--- config.mk ---
export PLATFORM = sky130hd
export DESIGN_NAME = lru_key_value_cache
export DESIGN_NICKNAME = d
export VERILOG_FILES = /design/src/lkv_pkg.sv /design/src/lkv_ram.sv /design/src/lkv_ctrl.sv /design/src/lkv_datapath.sv /design/src/lru_key_value_cache.sv
export SDC_FILE = /design/constraint.sdc
export NUM_CORES = 2
export LEC_CHECK = 0
export BUFFER_PORTS_ARGS = -buffer_cell sky130_fd_sc_hd__buf_2
export CAP_MARGIN = 20
export CORE_MARGIN = 4
export CORE_UTILIZATION = 35
export CTS_CLUSTER_DIAMETER = 50
export CTS_CLUSTER_SIZE = 10
export DETAILED_ROUTE_END_ITERATION = 12
export GPL_ROUTABILITY_DRIVEN = 0
export PLACE_DENSITY_LB_ADDON = 0.1
export SETUP_SLACK_MARGIN = 0.1
export SYNTH_ARGS = -nofsm -noshare
export SYNTH_HDL_FRONTEND = slang
export SYNTH_SLANG_ARGS = --single-unit
--- constraint.sdc ---
create_clock -name i_clk -period 18.3 [get_ports i_clk]
set_input_delay 1.83 -clock i_clk [delete_from_list [all_inputs] [get_ports i_clk]]
set_output_delay 1.83 -clock i_clk [all_outputs]
set_load 0.01 [all_outputs]
--- src/lkv_pkg.sv ---
// ============================================================================
// lkv_pkg: shared types and constants for the LRU key-value cache
// Field widths, stream bit positions, command codes and the
// controller/datapath command and status structs.
// ============================================================================
package lkv_pkg;

    localparam int FIELD_W  = 64;
    localparam int CAP_W    = 5;
    localparam int TDATA_W  = 2 * FIELD_W;
    localparam int IN_USER_W  = 1;
    localparam int OUT_USER_W = 2;

    localparam logic [CAP_W-1:0] CAP_RESET = 5'd16;

    localparam logic CMD_GET = 1'b0;
    localparam logic CMD_PUT = 1'b1;

    localparam int USER_HIT   = 0;
    localparam int USER_EVICT = 1;

    typedef struct packed {
        logic load_in;
        logic capture;
        logic update;
        logic load_out;
    } t_dp_cmd;

    typedef struct packed {
        logic modify;
    } t_dp_stat;

endpackage

--- src/lkv_ram.sv ---
// ============================================================================
// lkv_ram: generic single-port-write, single-port-read RAM
// One write and one registered read per cycle.
// ============================================================================
module lkv_ram #(
    parameter int WIDTH = 64,
    parameter int DEPTH = 16
) (
    input  logic                     i_clk,
    input  logic                     i_we,
    input  logic [$clog2(DEPTH)-1:0] i_waddr,
    input  logic [WIDTH-1:0]         i_wdata,
    input  logic                     i_re,
    input  logic [$clog2(DEPTH)-1:0] i_raddr,
    output logic [WIDTH-1:0]         o_rdata
);

    logic [WIDTH-1:0] r_mem [DEPTH];
    logic [WIDTH-1:0] r_rdata;

    always_ff @(posedge i_clk) begin
        if (i_we) begin
            r_mem[i_waddr] <= i_wdata;
        end
        if (i_re) begin
            r_rdata <= r_mem[i_raddr];
        end
    end

    assign o_rdata = r_rdata;

endmodule

--- src/lkv_ctrl.sv ---
// ============================================================================
// lkv_ctrl: request sequencer
// Steps one request through accept, match, update and result, and owns
// the result valid flag.
// ============================================================================
module lkv_ctrl (
    input  logic              i_clk,
    input  logic              i_rst_n,
    input  logic              i_in_valid,
    output logic              o_in_ready,
    output logic              o_out_valid,
    input  logic              i_out_ready,
    input  lkv_pkg::t_dp_stat i_stat,
    output lkv_pkg::t_dp_cmd  o_cmd
);
    import lkv_pkg::*;

    typedef enum logic [1:0] {
        S_IDLE,
        S_MATCH,
        S_UPDATE,
        S_RESULT
    } t_state;

    t_state r_state;
    t_state n_state;
    logic   r_out_valid;
    logic   n_out_valid;
    logic   out_free;

    assign out_free   = !r_out_valid || i_out_ready;
    assign o_in_ready = (r_state == S_IDLE);

    always_comb begin
        o_cmd          = '0;
        n_state        = r_state;
        n_out_valid    = r_out_valid && !i_out_ready;
        unique case (r_state)
            S_IDLE: begin
                if (i_in_valid) begin
                    o_cmd.load_in = 1'b1;
                    n_state       = S_MATCH;
                end
            end
            S_MATCH: begin
                o_cmd.capture = 1'b1;
                n_state       = S_UPDATE;
            end
            S_UPDATE: begin
                o_cmd.update = i_stat.modify;
                n_state      = S_RESULT;
            end
            S_RESULT: begin
                if (out_free) begin
                    o_cmd.load_out = 1'b1;
                    n_out_valid    = 1'b1;
                    n_state        = S_IDLE;
                end
            end
            default: n_state = S_IDLE;
        endcase
    end

    always_ff @(posedge i_clk) begin
        if (!i_rst_n) begin
            r_state     <= S_IDLE;
            r_out_valid <= 1'b0;
        end else begin
            r_state     <= n_state;
            r_out_valid <= n_out_valid;
        end
    end

    assign o_out_valid = r_out_valid;

endmodule

--- src/lkv_datapath.sv ---
// ============================================================================
// lkv_datapath: tag array, recency ranks, value store and result register
// Parallel key compare, victim and free-slot search, rank aging and
// the capacity register.
// ============================================================================
module lkv_datapath #(
    parameter int ENTRIES    = 16,
    parameter int KEY_BITS   = 64,
    parameter int VALUE_BITS = 64
) (
    input  logic                        i_clk,
    input  logic                        i_rst_n,
    input  lkv_pkg::t_dp_cmd            i_cmd,
    output lkv_pkg::t_dp_stat           o_stat,
    input  logic                        i_cfg_we,
    input  logic [lkv_pkg::CAP_W-1:0]   i_cfg_wdata,
    input  logic                        i_command,
    input  logic [lkv_pkg::FIELD_W-1:0] i_lookup_key,
    input  logic [lkv_pkg::FIELD_W-1:0] i_write_value,
    output logic                        o_hit,
    output logic [lkv_pkg::FIELD_W-1:0] o_read_value,
    output logic                        o_evicted,
    output logic [lkv_pkg::FIELD_W-1:0] o_evicted_key
);
    import lkv_pkg::*;

    localparam int IDX_W = $clog2(ENTRIES);
    localparam int CNT_W = $clog2(ENTRIES + 1);

    logic [ENTRIES-1:0]    r_valid;
    logic [KEY_BITS-1:0]   r_key [ENTRIES];
    logic [IDX_W-1:0]      r_rank [ENTRIES];
    logic [CNT_W-1:0]      r_count;
    logic [CAP_W-1:0]      r_cap;

    logic                  r_is_put;
    logic [KEY_BITS-1:0]   r_in_key;
    logic [VALUE_BITS-1:0] r_in_val;
    logic                  r_hit;
    logic                  r_evict;
    logic [IDX_W-1:0]      r_slot;
    logic [IDX_W-1:0]      r_old_rank;
    logic [KEY_BITS-1:0]   r_ev_key;

    logic                  r_o_hit;
    logic                  r_o_evicted;
    logic [VALUE_BITS-1:0] r_o_read;
    logic [KEY_BITS-1:0]   r_o_ev_key;

    logic [ENTRIES-1:0]    match;
    logic [ENTRIES-1:0]    oldest;
    logic [IDX_W-1:0]      found_idx;
    logic [IDX_W-1:0]      victim_idx;
    logic [IDX_W-1:0]      free_idx;
    logic [CNT_W-1:0]      eff_cap;
    logic [CNT_W-1:0]      count_m1;
    logic                  any_hit;
    logic                  has_room;
    logic                  need_evict;
    logic                  get_hit;
    logic                  ram_we;
    logic                  ram_re;
    logic [VALUE_BITS-1:0] ram_rdata;

    always_comb begin
        if (r_cap == '0) begin
            eff_cap = CNT_W'(1);
        end else if (int'(r_cap) > ENTRIES) begin
            eff_cap = CNT_W'(ENTRIES);
        end else begin
            eff_cap = CNT_W'(r_cap);
        end
    end

    assign count_m1 = r_count - CNT_W'(1);

    always_comb begin
        match      = '0;
        oldest     = '0;
        found_idx  = '0;
        victim_idx = '0;
        free_idx   = '0;
        for (int i = 0; i < ENTRIES; i++) begin
            match[i]  = r_valid[i] && (r_key[i] == r_in_key);
            oldest[i] = r_valid[i] && (CNT_W'(r_rank[i]) == count_m1);
            if (match[i]) begin
                found_idx = found_idx | IDX_W'(i);
            end
            if (oldest[i]) begin
                victim_idx = victim_idx | IDX_W'(i);
            end
        end
        for (int i = ENTRIES - 1; i >= 0; i--) begin
            if (!r_valid[i]) begin
                free_idx = IDX_W'(i);
            end
        end
    end

    assign any_hit    = |match;
    assign has_room   = (r_count < eff_cap);
    assign need_evict = r_is_put && !any_hit && !has_room;
    assign get_hit    = r_hit && !r_is_put;

    assign o_stat.modify = r_hit || r_is_put;

    always_ff @(posedge i_clk) begin
        if (!i_rst_n) begin
            r_valid <= '0;
            r_count <= '0;
            r_cap   <= CAP_RESET;
            for (int i = 0; i < ENTRIES; i++) begin
                r_rank[i] <= '0;
            end
        end else begin
            if (i_cfg_we && (r_count == '0)) begin
                r_cap <= i_cfg_wdata;
            end
            if (i_cmd.update) begin
                for (int i = 0; i < ENTRIES; i++) begin
                    if (IDX_W'(i) == r_slot) begin
                        r_rank[i] <= '0;
                    end else if (r_valid[i] && (!r_hit || (r_rank[i] < r_old_rank))) begin
                        r_rank[i] <= r_rank[i] + IDX_W'(1);
                    end
                end
                r_valid[r_slot] <= 1'b1;
                if (!r_hit && !r_evict) begin
                    r_count <= r_count + CNT_W'(1);
                end
            end
        end
    end

    always_ff @(posedge i_clk) begin
        if (i_cmd.load_in) begin
            r_is_put <= (i_command == CMD_PUT);
            r_in_key <= i_lookup_key[KEY_BITS-1:0];
            r_in_val <= i_write_value[VALUE_BITS-1:0];
        end
        if (i_cmd.capture) begin
            r_hit      <= any_hit;
            r_evict    <= need_evict;
            r_old_rank <= r_rank[found_idx];
            r_ev_key   <= need_evict ? r_key[victim_idx] : '0;
            if (any_hit) begin
                r_slot <= found_idx;
            end else if (has_room) begin
                r_slot <= free_idx;
            end else begin
                r_slot <= victim_idx;
            end
        end
        if (i_cmd.update && !r_hit) begin
            r_key[r_slot] <= r_in_key;
        end
        if (i_cmd.load_out) begin
            r_o_hit     <= r_hit;
            r_o_evicted <= r_evict;
            r_o_read    <= get_hit ? ram_rdata : '0;
            r_o_ev_key  <= r_ev_key;
        end
    end

    assign ram_we = i_cmd.update && r_is_put;
    assign ram_re = i_cmd.update && get_hit;

    lkv_ram #(
        .WIDTH (VALUE_BITS),
        .DEPTH (ENTRIES)
    ) u_value_ram (
        .i_clk   (i_clk),
        .i_we    (ram_we),
        .i_waddr (r_slot),
        .i_wdata (r_in_val),
        .i_re    (ram_re),
        .i_raddr (r_slot),
        .o_rdata (ram_rdata)
    );

    assign o_hit         = r_o_hit;
    assign o_evicted     = r_o_evicted;
    assign o_read_value  = FIELD_W'(r_o_read);
    assign o_evicted_key = FIELD_W'(r_o_ev_key);

endmodule

--- src/lru_key_value_cache.sv ---
// The sequencer walks match, update and result for one request at a time
// through the value RAM port, and takes a new input only once the result
// has been registered on the output.
// A result waiting on the output does not block the next input transfer.
// Reset (synchronous, active low) clears all valid bits, ranks and the entry
// count and sets capacity to 16; no clearing pass, ready right after reset.
// ============================================================================
// lru_key_value_cache: fully associative key-value store with LRU eviction
// Get and put requests on a stream input, one result per request on a
// stream output, and a capacity register taken while the store is empty.
// ============================================================================
module lru_key_value_cache #(
    parameter int ENTRIES    = 16,
    parameter int KEY_BITS   = 64,
    parameter int VALUE_BITS = 64
) (
    input  logic                           i_clk,
    input  logic                           i_rst_n,
    input  logic                           i_cfg_we,
    input  logic [lkv_pkg::CAP_W-1:0]      i_cfg_wdata,
    input  logic                           i_s_axis_tvalid,
    output logic                           o_s_axis_tready,
    // [63:0] lookup_key, [127:64] write_value
    input  logic [lkv_pkg::TDATA_W-1:0]    i_s_axis_tdata,
    // [0] command
    input  logic [lkv_pkg::IN_USER_W-1:0]  i_s_axis_tuser,
    output logic                           o_m_axis_tvalid,
    input  logic                           i_m_axis_tready,
    // [63:0] read_value, [127:64] evicted_key
    output logic [lkv_pkg::TDATA_W-1:0]    o_m_axis_tdata,
    // [0] hit, [1] evicted
    output logic [lkv_pkg::OUT_USER_W-1:0] o_m_axis_tuser
);
    import lkv_pkg::*;

    t_dp_cmd            dp_cmd;
    t_dp_stat           dp_stat;
    logic               hit;
    logic               evicted;
    logic [FIELD_W-1:0] read_value;
    logic [FIELD_W-1:0] evicted_key;

    lkv_ctrl u_ctrl (
        .i_clk       (i_clk),
        .i_rst_n     (i_rst_n),
        .i_in_valid  (i_s_axis_tvalid),
        .o_in_ready  (o_s_axis_tready),
        .o_out_valid (o_m_axis_tvalid),
        .i_out_ready (i_m_axis_tready),
        .i_stat      (dp_stat),
        .o_cmd       (dp_cmd)
    );

    lkv_datapath #(
        .ENTRIES    (ENTRIES),
        .KEY_BITS   (KEY_BITS),
        .VALUE_BITS (VALUE_BITS)
    ) u_datapath (
        .i_clk         (i_clk),
        .i_rst_n       (i_rst_n),
        .i_cmd         (dp_cmd),
        .o_stat        (dp_stat),
        .i_cfg_we      (i_cfg_we),
        .i_cfg_wdata   (i_cfg_wdata),
        .i_command     (i_s_axis_tuser[0]),
        .i_lookup_key  (i_s_axis_tdata[FIELD_W-1:0]),
        .i_write_value (i_s_axis_tdata[TDATA_W-1:FIELD_W]),
        .o_hit         (hit),
        .o_read_value  (read_value),
        .o_evicted     (evicted),
        .o_evicted_key (evicted_key)
    );

    assign o_m_axis_tdata = {evicted_key, read_value};
    assign o_m_axis_tuser = {evicted, hit};

endmodule

==> out/summary.txt <==
TIMING
------------------------------------------------------------------------------------
Relative slew slack                                                            0.122
Final setup slack of the worst path                                         11410 ps
Final critical delay including setup and external delays                     6890 ps
Clock skew                                                                   66.7 ps
RSZ-0062 raised after global routing                                           false
Period utilization                                                             0.377
Tightest Pin Transition                                                      1310 ps
Final setup violation count                                                        0
Number of endpoints with negative hold slack in the final report                   0
Accumulated negative setup slack                                                0 ps
Fin. max-slew vios                                                                 0
Highest attainable clock frequency                                         0.145 GHz

DRT
------------------------------------------------------------------------------------
First-pass DRT Iterations                                                          8
Via-per-instance ratio                                                          6.02
WL per Instance                                                              38.4 um
Detailed Route Iter0 Violations                                                11089
Remaining DRCs                                                                     0
Final ANT Viol Nets                                                                0
Overall via count from detail_route                                            77567
Overall routed net length                                                  495000 um

FLOORPLAN
------------------------------------------------------------------------------------
Die boundary height                                                           581 um
Area of the core region                                                  327000 um^2
Number of placement rows                                                         210
Horiz. Die Dim                                                                581 um
Total die area                                                           338000 um^2
Starting utilization of the core area                                          0.352
Io pins                                                                          271

LOGIC SYNTHESIS
------------------------------------------------------------------------------------
Mean cell area of the mapped netlist                                       14.6 um^2
Cell taking the most area after synthesis                               sky130_fd_sc_hd__edfxtp_1
Proportion of synthesized flip-flops having asynchronous set or reset              0
Number of instances in the synthesized netlist                                  7860
Number of nets produced by synthesis                                            8074
Mapped cell area                                                         115000 um^2
Count of warnings emitted by yosys                                                 0
Post-synth top area share                                                      0.655
Flip-flop cell with the highest count after synthesis                   sky130_fd_sc_hd__edfxtp_1
Seq cells post-synth                                                            2538
Count of distinct cell types in the synthesized netlist                           88
Seq/Total Area, Yosys                                                          0.660
Post-synth EDFFs                                                                2509
Main area contributors after synthesis                                  sky130_fd_sc_hd__edfxtp_1, sky130_fd_sc_hd__mux4_2, sky130_fd_sc_hd__xnor2_1

PLACED DESIGN
------------------------------------------------------------------------------------
Half-perimeter wire length after detailed placement                        335000 um
Buffers added on ports                                                           270
Pre-CTS setup slack                                                         11510 ps

CLOCKING
------------------------------------------------------------------------------------
Clock tree sinks                                                                2538
# H-tree levels                                                                    5
Clock Pin Slew Worst Setup and Hold Paths                                      50 ps
Max Buffers Root-to-Sink                                                           4
CTS Buf Count                                                                    359
Hold buffer count at cts                                                           0
Source-to-sink clock delay at the later pin of the worst-skew pair            950 ps
Root Buffer Master                                                      sky130_fd_sc_hd__clkbuf_16
Clock tree from TritonCTS                                                        yes
Resized cells post-CTS                                                             0
Post-CTS setup buffer count                                                        0

POWER
------------------------------------------------------------------------------------
PD cells                                                                 132 nW/um^2
Static leakage                                                               42.8 nW
VDD IR-drop max                                                          0.0000923 V

RUN STATUS
------------------------------------------------------------------------------------
Result of the run                                                       complete, no violations

CRITICAL PATH
------------------------------------------------------------------------------------
Data arrival time of the critical path                                       7670 ps
Maximum fanout along the worst path                                              148
Worst Setup Path Type                                                   flip-flop to flip-flop
Worst Path Buf+Inv                                                                 5
Slowest cell delay on critical path                                           910 ps
Most frequent cell on the critical path                                 sky130_fd_sc_hd__buf_4
Cell Chain, Critical Path                                               buf_4, inv_1, ha_1, xor2_1, nand3_1, nor4_1, a31oi_1, nand4_1, buf_4, buf_12, buf_4, a211oi_1, a31oi_1, a22oi_1, a21oi_1
Critical-path top delay cell                                            sky130_fd_sc_hd__ha_1
Setup crit end kind                                                        flip-flop
Startpoint type of the worst setup path                                    flip-flop
Required time of the critical path                                          19080 ps
Largest delay contributor family on the critical path                   buffers and inverters

CELLS AND AREA
------------------------------------------------------------------------------------
Final #Nets                                                                     8500
Top library cells by usage in the layout, fill and taps aside           sky130_fd_sc_hd__edfxtp_1, sky130_fd_sc_hd__nand2_1, sky130_fd_sc_hd__xnor2_1, sky130_fd_sc_hd__nand2b_1, sky130_fd_sc_hd__clkbuf_16
Area grow syn2layout                                                           15.7%
Fill cells                                                                     30205
Share of cells above drive strength 1                                          0.169
Most common cell after layout, fill and taps aside                      sky130_fd_sc_hd__edfxtp_1

GLOBAL ROUTING
------------------------------------------------------------------------------------
Number of antenna violations at the first check in global routing                 67
First-pass GRT wire length                                                 663000 um
All-layer global routing usage                                                 0.283
Number of global-route vias before repair                                      75046
Overflow left after global routing                                                 0
Largest net degree at the start of global routing                                153

HOLD PATH
------------------------------------------------------------------------------------
Type of the most critical hold path                                     flip-flop to flip-flop

RUN
------------------------------------------------------------------------------------
Maximum capacitance violations                                                     0

registers in the layout, indices dropped and copies added (netlist names), 16 cells and up:
name	count
u_datapath.r_key	1024
u_datapath.u_value_ram.r_mem	1024
u_datapath.o_evicted_key	64
u_datapath.o_read_value	64
u_datapath.r_ev_key	64
u_datapath.r_in_key	64
u_datapath.r_in_val	64
u_datapath.r_rank	64
u_datapath.u_value_ram.o_rdata	64
u_datapath.r_valid	16
final timing paths:
check	from	endpoint	slack, ps	cells past startpoint
worst min-delay path	u_datapath.r_ev_key[34]	u_datapath.o_evicted_key[34]	420	0
worst max register to register	u_datapath.r_count[0]	u_datapath.r_ev_key[41]	11410	15
worst min register to register	u_datapath.r_ev_key[34]	u_datapath.o_evicted_key[34]	420	0
worst max-delay path	u_datapath.r_count[0]	u_datapath.r_ev_key[41]	11410	15
synth_stat cells (15+ instances only):
master                      number
sky130_fd_sc_hd__o211ai_1       38
sky130_fd_sc_hd__a21oi_1        96
sky130_fd_sc_hd__xor2_1        327
sky130_fd_sc_hd__and3_1         27
sky130_fd_sc_hd__mux4_2        320
sky130_fd_sc_hd__a211oi_1      253
sky130_fd_sc_hd__inv_1         131
sky130_fd_sc_hd__xnor2_1       536
sky130_fd_sc_hd__nand2_1       671
sky130_fd_sc_hd__nor3_1         76
sky130_fd_sc_hd__nor2b_1        61
sky130_fd_sc_hd__edfxtp_1     2509
sky130_fd_sc_hd__o22ai_1        28
sky130_fd_sc_hd__buf_4          55
sky130_fd_sc_hd__mux2i_1        15
sky130_fd_sc_hd__clkbuf_1      155
sky130_fd_sc_hd__nand4_1       314
sky130_fd_sc_hd__nor2_1        156
sky130_fd_sc_hd__nand2b_1      398
sky130_fd_sc_hd__a31oi_1       250
sky130_fd_sc_hd__o21ai_0        57
sky130_fd_sc_hd__a22oi_1       126
sky130_fd_sc_hd__dfxtp_1        29
sky130_fd_sc_hd__and2_1        278
sky130_fd_sc_hd__buf_1          33
sky130_fd_sc_hd__ha_1           75
sky130_fd_sc_hd__a21o_1         16
sky130_fd_sc_hd__nor4_1        186
sky130_fd_sc_hd__nand3_1       138
sky130_fd_sc_hd__nor4b_1        18
sky130_fd_sc_hd__or4_1          18
sky130_fd_sc_hd__nand4b_1       16
sky130_fd_sc_hd__and2_0         15
sky130_fd_sc_hd__o21a_1         15
sky130_fd_sc_hd__o2111ai_1      55
sky130_fd_sc_hd__buf_2         202
area by class of cell:
cell class                 count  area, um^2  share of cell area
antenna                       26        65.1            0.000489
clock buffer                 409        9380              0.0705
clock inverter               174        1750              0.0131
inverter                     132         495             0.00372
multi-input combinational   4731       36600               0.275
sequential                  2538       75900               0.571
tap                         4346        5440              0.0409
timing repair buffer         524        3410              0.0256
worst reg2reg max path, stage by stage (launching register included):
cell and delay [ps]:
sky130_fd_sc_hd__dfxtp_1 300, sky130_fd_sc_hd__buf_4 310, sky130_fd_sc_hd__inv_1 180, sky130_fd_sc_hd__ha_1 910, sky130_fd_sc_hd__xor2_1 220, sky130_fd_sc_hd__nand3_1 100, sky130_fd_sc_hd__nor4_1 330, sky130_fd_sc_hd__a31oi_1 130
sky130_fd_sc_hd__nand4_1 170, sky130_fd_sc_hd__buf_4 540, sky130_fd_sc_hd__buf_12 510, sky130_fd_sc_hd__buf_4 1160, sky130_fd_sc_hd__a211oi_1 170, sky130_fd_sc_hd__a31oi_1 900, sky130_fd_sc_hd__a22oi_1 580, sky130_fd_sc_hd__a21oi_1 250
metal layers:
metal | track usage | vias up | share of wire
li1 | - | 31234 | -
met3 | 0.0676 | 1245 | 0.096
met1 | 0.375 | 40090 | 0.40
met4 | 0.169 | 40 | 0.074
met2 | 0.423 | 4958 | 0.43
met5 | 0.00312 | - | 0.00084
per-stage QoR:
step	power (mW)	area [um^2]	cells	hold WS, ps	util
2_1_floorplan	9.22	115000	7860	400	-
3_3_place_gp	10.9	122000	12261	405	0.372
3_5_place_dp	10.9	122000	12266	406	0.372
4_1_cts	17.6	133000	12849	418	0.406
5_1_grt	18.0	133000	12860	438	0.407
6_report	17.5	133000	12880	416	0.407
power breakdown:
group / total (mW) / switching, mW / internal [mW]
Combinational: 3.47 / 2.41 / 1.06
Sequential: 7.39 / 0.354 / 7.04
Clock: 6.66 / 2.66 / 4.01
Total: 17.5 / 5.43 / 12.1
logic make-up after synthesis:
logic type               Yosys count  synth area share
flip-flops                      2538             0.660
AND/OR/NAND/NOR                 2445             0.115
XOR/XNOR                         870            0.0671
adder cells (fa/ha/maj)           75           0.00816
AO/OA/AOI/OAI                    993            0.0598
multiplexers                     348            0.0653
buffers and inverters            591            0.0242
Note: power is estimated with default switching activity, not from simulation.
